<file path="src/hdl/tpgd_pkg.sv">
`default_nettype none
package tpgd_pkg;

    // defaults for the top-level parameters
    localparam int DEF_FIFO_DEPTH   = 256;
    localparam int DEF_MAX_DEQUEUE  = 63;
    localparam int DEF_NUM_CHANNELS = 4;

    localparam int LEN_W   = 14;
    localparam int GRANT_W = 24;
    localparam int BYTES_W = 25;
    localparam int CHAN_W  = 2;
    localparam int MODE_W  = 2;
    localparam int KIND_W  = 2;
    localparam int S_DATA_W = 48;
    localparam int M_DATA_W = 48;

    localparam logic [GRANT_W-1:0] LIMIT_RESET = 24'd1048576;
    localparam logic [BYTES_W-1:0] REQ_MAX     = 25'h1FFFFFF;

    // power modes; the spare code behaves as sleep
    localparam logic [MODE_W-1:0] MODE_ACTIVE = 2'd0;
    localparam logic [MODE_W-1:0] MODE_DOZE   = 2'd1;
    localparam logic [MODE_W-1:0] MODE_SLEEP  = 2'd2;
    localparam logic [MODE_W-1:0] MODE_SPARE  = 2'd3;
    localparam logic ACTION_ARRIVAL = 1'b0;
    localparam logic ACTION_GATE    = 1'b1;

    localparam logic [KIND_W-1:0] KIND_ARRIVAL = 2'd0;
    localparam logic [KIND_W-1:0] KIND_PACKET  = 2'd1;
    localparam logic [KIND_W-1:0] KIND_REPORT  = 2'd2;

    // one input word after unpacking
    typedef struct packed {
        logic               action;
        logic               priority_req;
        logic [LEN_W-1:0]   pkt_len;
        logic [GRANT_W-1:0] grant_bytes;
        logic [CHAN_W-1:0]  gate_channel;
        logic [MODE_W-1:0]  energy_mode;
    } item_t;

    // one result word
    typedef struct packed {
        logic [KIND_W-1:0]  kind;
        logic               out_priority;
        logic [LEN_W-1:0]   out_len;
        logic               accepted;
        logic [BYTES_W-1:0] request_bytes;
        logic               report_formal;
        logic               tuning;
        logic [CHAN_W-1:0]  out_channel;
        logic               wake_request;
        logic               last;
    } result_t;

    // handshake between the front queue and the back end
    typedef struct packed {
        logic  valid;
        item_t item;
    } queue_out_t;

    typedef enum logic [1:0] {
        ST_IDLE,
        ST_READ,
        ST_CHECK,
        ST_REPORT
    } state_t;

endpackage
`default_nettype wire

</file>
<file path="src/hdl/tpgd_front.sv">
`default_nettype none
module tpgd_front (
    input  wire logic           aclk,
    input  wire logic           aresetn,
    input  wire logic           in_valid,
    output logic                in_ready,
    input  wire tpgd_pkg::item_t in_item,
    output tpgd_pkg::queue_out_t q_out,
    input  wire logic           q_pop
);
    import tpgd_pkg::*;

    item_t      entry_reg [2];
    logic       wr_ptr_reg, wr_ptr_next;
    logic       rd_ptr_reg, rd_ptr_next;
    logic [1:0] count_reg, count_next;
    logic       push, pop;

    // two-word queue between accept and execute
    assign in_ready = (count_reg != 2'd2);
    assign push = in_valid && in_ready;
    assign pop  = q_pop && (count_reg != 2'd0);
    assign q_out.valid = (count_reg != 2'd0);
    assign q_out.item  = entry_reg[rd_ptr_reg];

    always_comb begin
        wr_ptr_next = push ? ~wr_ptr_reg : wr_ptr_reg;
        rd_ptr_next = pop ? ~rd_ptr_reg : rd_ptr_reg;
        count_next  = count_reg + {1'b0, push} - {1'b0, pop};
    end

    always_ff @(posedge aclk) begin
        if (!aresetn) begin
            wr_ptr_reg <= 1'b0;
            rd_ptr_reg <= 1'b0;
            count_reg  <= 2'd0;
        end else begin
            wr_ptr_reg <= wr_ptr_next;
            rd_ptr_reg <= rd_ptr_next;
            count_reg  <= count_next;
        end
    end

    // payload store
    always_ff @(posedge aclk) begin
        if (push) begin
            entry_reg[wr_ptr_reg] <= in_item;
        end
    end

endmodule
`default_nettype wire

</file>
<file path="config.mk">
export PLATFORM = sky130hd
export DESIGN_NAME = tpgd_front
export DESIGN_NICKNAME = d
export VERILOG_FILES = /design/src/hdl/tpgd_pkg.sv /design/src/hdl/tpgd_front.sv
export SDC_FILE = /design/constraint.sdc
export NUM_CORES = 1
export LEC_CHECK = 0
export BUFFER_PORTS_ARGS = -buffer_cell sky130_fd_sc_hd__buf_4
export CAP_MARGIN = 10
export CORE_MARGIN = 2
export CORE_UTILIZATION = 40
export CTS_CLUSTER_DIAMETER = 80
export DETAILED_ROUTE_END_ITERATION = 8
export PLACE_DENSITY = 0.67
export SLEW_MARGIN = 20
export SYNTH_ARGS = -nofsm -noshare
export SYNTH_HDL_FRONTEND = slang
export SYNTH_SLANG_ARGS = --single-unit
</file>
<file path="constraint.sdc">
create_clock -name aclk -period 6.01 [get_ports aclk]
set_input_delay 0.601 -clock aclk [delete_from_list [all_inputs] [get_ports aclk]]
set_output_delay 0.601 -clock aclk [all_outputs]
set_load 0.01 [all_outputs]
</file>
Word level (Yosys, flattened, before mapping)
Memory sizes are Yosys's and may differ from the RTL's. A register that Yosys moved wholly into a read port is not among the register bits.
Index checks and enable logic that the tools add are counted.
Operators by class
  $add $sub $neg: 2
  multipliers: 0
  divide/modulo/power cells: 0
  $lt $le $gt $ge: 0
  equality and inequality tests: 1
  shift operators: 0
  muxes and demuxes: 4
  bitwise gates (word level): 2
  reduce and logical (&&, ||, !) cells: 3
Operators by type and width (number)
  1-bit two-way mux: 4
  2-bit by 1-bit adder with 2-bit output: 1
  1-bit logical AND: 2
  2-bit != test, second input constant: 1
  1-bit NOT: 2
  2-bit nonzero test: 1
  2-bit by 1-bit subtractor with 2-bit output: 1
Word-level totals
  bits in registers: 4
  bits in latches: 0
  memory bits (writable): 88
  memory bits (read-only): 0
  bits of input ports: 48
  output and inout bits: 46
  word-level logic and storage cells: 16
  memories: 1
Memory list
  entry_reg: words 2, width 44, rd ports 1, clocked after memory_dff 1, write ports 1, RTL line tpgd_front.sv:13  | item_t entry_reg [2];

Depth between registers and ports, before layout
  depth after elaboration: 4
  gate-level depth with buffers: 8
  mapped depth without buffers: 8

Least setup slack after synthesis
No wires, ideal clock.
  path kind: input -> register
  start: input in_valid
  end: memory entry_reg[0][0] (netlist bit), enable pin
  library setup time: 0.445 ns
  arrival: 2.547 ns
  data required time: 5.565 ns
  slack: 3.017 ns
  stages: 2
  buffers on the path: 0
  path through: nand2_1 -> nor2_1
On the way
  cells in the longest elaborated chain, start to end: 3
RTL lines
  from (decl): RTL line tpgd_front.sv:5  | input wire logic in_valid,
  1-bit logical AND: RTL line tpgd_front.sv:21  | assign push = in_valid && in_ready;
  1-bit two-way mux: RTL line tpgd_front.sv:46  | if (push) begin
  1-bit two-way mux (implied by the code): RTL line tpgd_front.sv:47  | entry_reg[wr_ptr_reg] <= in_item;
  to (decl): RTL line tpgd_front.sv:13
Every way passes these cells.

==> flow_summary.toml <==
[synth]
synthAdderAreaFrac = 0.00693
synth_top_family_by_area = "multiplexers"
syn_avg_cell_area_sq_um = 22.4
syn_area_sq_um = 3610
yosysWarnings = 0
synth_nets = 211
yosys-mux-area-fraction = 0.181
ys_seq_area_frac = 0.759
synthDistinctLibCells = 18
ys_ff_latch = 93
syn_inst = 161
synth_compound_area_frac = 0.00208
synth-xor-area-share = 0.00727
synth-simple-area-share = 0.0170

[routing]
drt_iter0_markers = 49
route.vias.total = 1763
routed_via_density = 4.70
wl_microns = 5830
drc = 0
ant_nets = 0
firstDrtPassIters = 4
routedWlPerCell_microns = 15.6

[setup_path]
start_kind = "flip-flop"
ff2ff_path_depth = 4
worstReg2RegEnd = "entry_reg[0][31]$_DFFE_PP_"
r2r_slack_ns = 4.04
critPathRequiredTime_ns = 5.41
worstPathCellList = "buf_4 -> mux2_4 -> buf_4"
crit_path_frequent_cell = "buf_4"
path_buf_inv = 2
path_class = "flip-flop to output pin"
crit_arrival_ns = 1.99
crit_path_max_incr_delay_ns = 0.59
timing.rr.start = "count_reg[0]$_SDFF_PN0_"
cp_top_family = "buffers and inverters"
critical-path-slowest-cell = "buf_4"
endpoint_kind = "output pin"
cp_max_fo = 34

[finish]
fillers = 710
multi_input_area_sq_um = 788
regArea_sq_um = 2740
drive_above_1_share = 0.588
antenna_cells = 0
largest_reg_flops = 88
area_growth_pct = 26.6
layout.nets = 312

[floorplan]
die_h_microns = 99.0
rows = 34
start_util = 0.414
die_area_sq_um = 9810
die-width_microns = 99.0
io_pins = 94
core_sq_um = 8720

[hold_path]
worstHoldStart = "in_item[9]"
min_path_cells = 1
min_path_type = "input pin to flip-flop"
whs_endpoint = "entry_reg[0][9]$_DFFE_PP_"

[clocking]
cts_setup_buffers = 0
cts.sinks = 93
htree_num_levels = 3
clk_latency_ns = 0.35
cts_tree = "yes"
clockRootBuffer = "clkbuf_8"
ctsResizeCount = 0
path_clk_slew_ns = 0.09
hold_buffers = 0
clock_path_buffers = 2
cts_buffers = 9

[global_routing]
grt_first_pass_wirelength_microns = 9240
grt_use_met2 = 0.192
grt_overflow = 0
grt_use_total = 0.124
grt_pass1_vias = 1863
grt_util_met1 = 0.157
grt_max_degree = 45
grt_use_met3 = 0.0489
grt-busiest-layer = "met2"
antenna_found_initial = 0

[place]
gp_congestion = 0.688
port_buffers = 93
preCtsSetupSlack_ns = 3.75
hpwl_microns = 3910

[timing]
hold_viol_final = 0
setup_viol = 0
clock_skew_ns = 0.0116
setup_tns_ns = 0
fmax_ghz = 0.385
min_period_ns = 2.59
maxSlewHeadroom = 0.576
worst_pin_slew_ns = 0.636
rsz0062_at_grt = "false"
setup_ws_ns = 3.42
maxSlewViolCount = 0
post-route-period-util = 0.432

[outcome]
outcome = "completed"

[pwr]
switching_share = 0.264
internal-power_w = 0.00131
leakagePower_nw = 1.78
p_per_area_nw_per_um2 = 389
seqPwrFrac = 0.478
power_frac_clock = 0.222
comb_power_share = 0.301
vdd_drop_max_mv = 0.243
switchingPower_w = 0.000471

[job]
drv_cap = 0
## cells in the final DEF, fill, tap and decap left out, drive strengths merged
master / synthesis / final
dfxtp: 5 / 5
edfxtp: 88 / 88
clkinvlp: 0 / 1
and2: 2 / 2
clkinv: 0 / 4
ha: 2 / 2
xnor2: 3 / 3
clkbuf: 0 / 10
nor2b: 2 / 2
o21a: 1 / 1
and3: 1 / 1
nor2: 1 / 1
or2: 1 / 1
mux2: 44 / 44
bufinv: 0 / 1
nand2: 2 / 2
inv: 1 / 1
mux2i: 1 / 1
buf: 5 / 95
nand2b: 2 / 2
## cell families after synthesis
logic type	after synthesis
flops	93
fa+ha+maj	2
simple gates	11
compound gates	1
buf+inv	6
mux	45
xor+xnor	3
## routing by layer
metal | part of all wire | wire length [microns]
met2 | 0.47 | 2760
met1 | 0.43 | 2480
met5 | 0 | 0
met3 | 0.089 | 520
met4 | 0.013 | 73
## how the worst max path moves through the flow
stage,start,endpoint,slack [ns],cells past startpoint
finish,flip-flop,q_out[33],3.42,3
global route,flip-flop,q_out[28],3.30,3
CTS,flip-flop,q_out[33],3.36,3
detailed placement,flip-flop,q_out[33],3.75,3
global placement,flip-flop,q_out[41],3.77,3
floorplan,in_valid,entry_reg[0][0]$_DFFE_PP_,3.02,2
## cells in the mapped netlist
cell type  instances  share of area
and2_1             2         0.0035
and3_1             1         0.0017
buf_12             4          0.022
buf_6              1         0.0031
dfxtp_1            5          0.028
edfxtp_1          88           0.73
ha_1               2         0.0069
inv_1              1         0.0010
mux2_2             4          0.012
mux2_4            40           0.17
mux2i_1            1         0.0028
nand2_1            2         0.0021
nand2b_1           2         0.0035
nor2_1             1         0.0010
nor2b_1            2         0.0035
o21a_1             1         0.0021
or2_2              1         0.0017
xnor2_1            3         0.0073
## power by group through the flow
| stage | Combinational, W | Sequential [W] | Clock (W) |
|---|---|---|---|
| 5_1_grt | 0.000577 | 0.000860 | 0.000436 |
| 3_5_place_dp | 0.000546 | 0.000867 | 0 |
| 2_1_floorplan | 0.000370 | 0.000851 | 0 |
| 4_1_cts | 0.000548 | 0.000852 | 0.000407 |
| 3_3_place_gp | 0.000542 | 0.000863 | 0 |
| 6_report | 0.000535 | 0.000850 | 0.000395 |
## worst reg2reg max path, cell delays in order, from the launching register on
cell and delay, ns:
dfxtp_1 0.37, nand2b_1 0.17, nand2_1 0.15, nor2_4 0.47
buf_4 0.46
## cell type report
type                       count  area share
clock buffer                  10      0.0279
sequential                    93       0.600
multi-input combinational     62       0.172
clock inverter                 6      0.0139
inverter                       1    0.000820
timing repair buffer          95       0.156
tap                          108      0.0295
## per-stage QoR
step	area, sq um	cells	util	power, W	hold WS [ns]
floorplan	3610	161	-	0.00122	0.455
global placement	4380	359	0.502	0.00140	0.500
detailed placement	4380	359	0.502	0.00141	0.517
CTS	4570	375	0.524	0.00181	0.413
global route	4580	375	0.525	0.00187	0.403
finish	4580	375	0.525	0.00178	0.428
(Power assumes the default switching activity.)
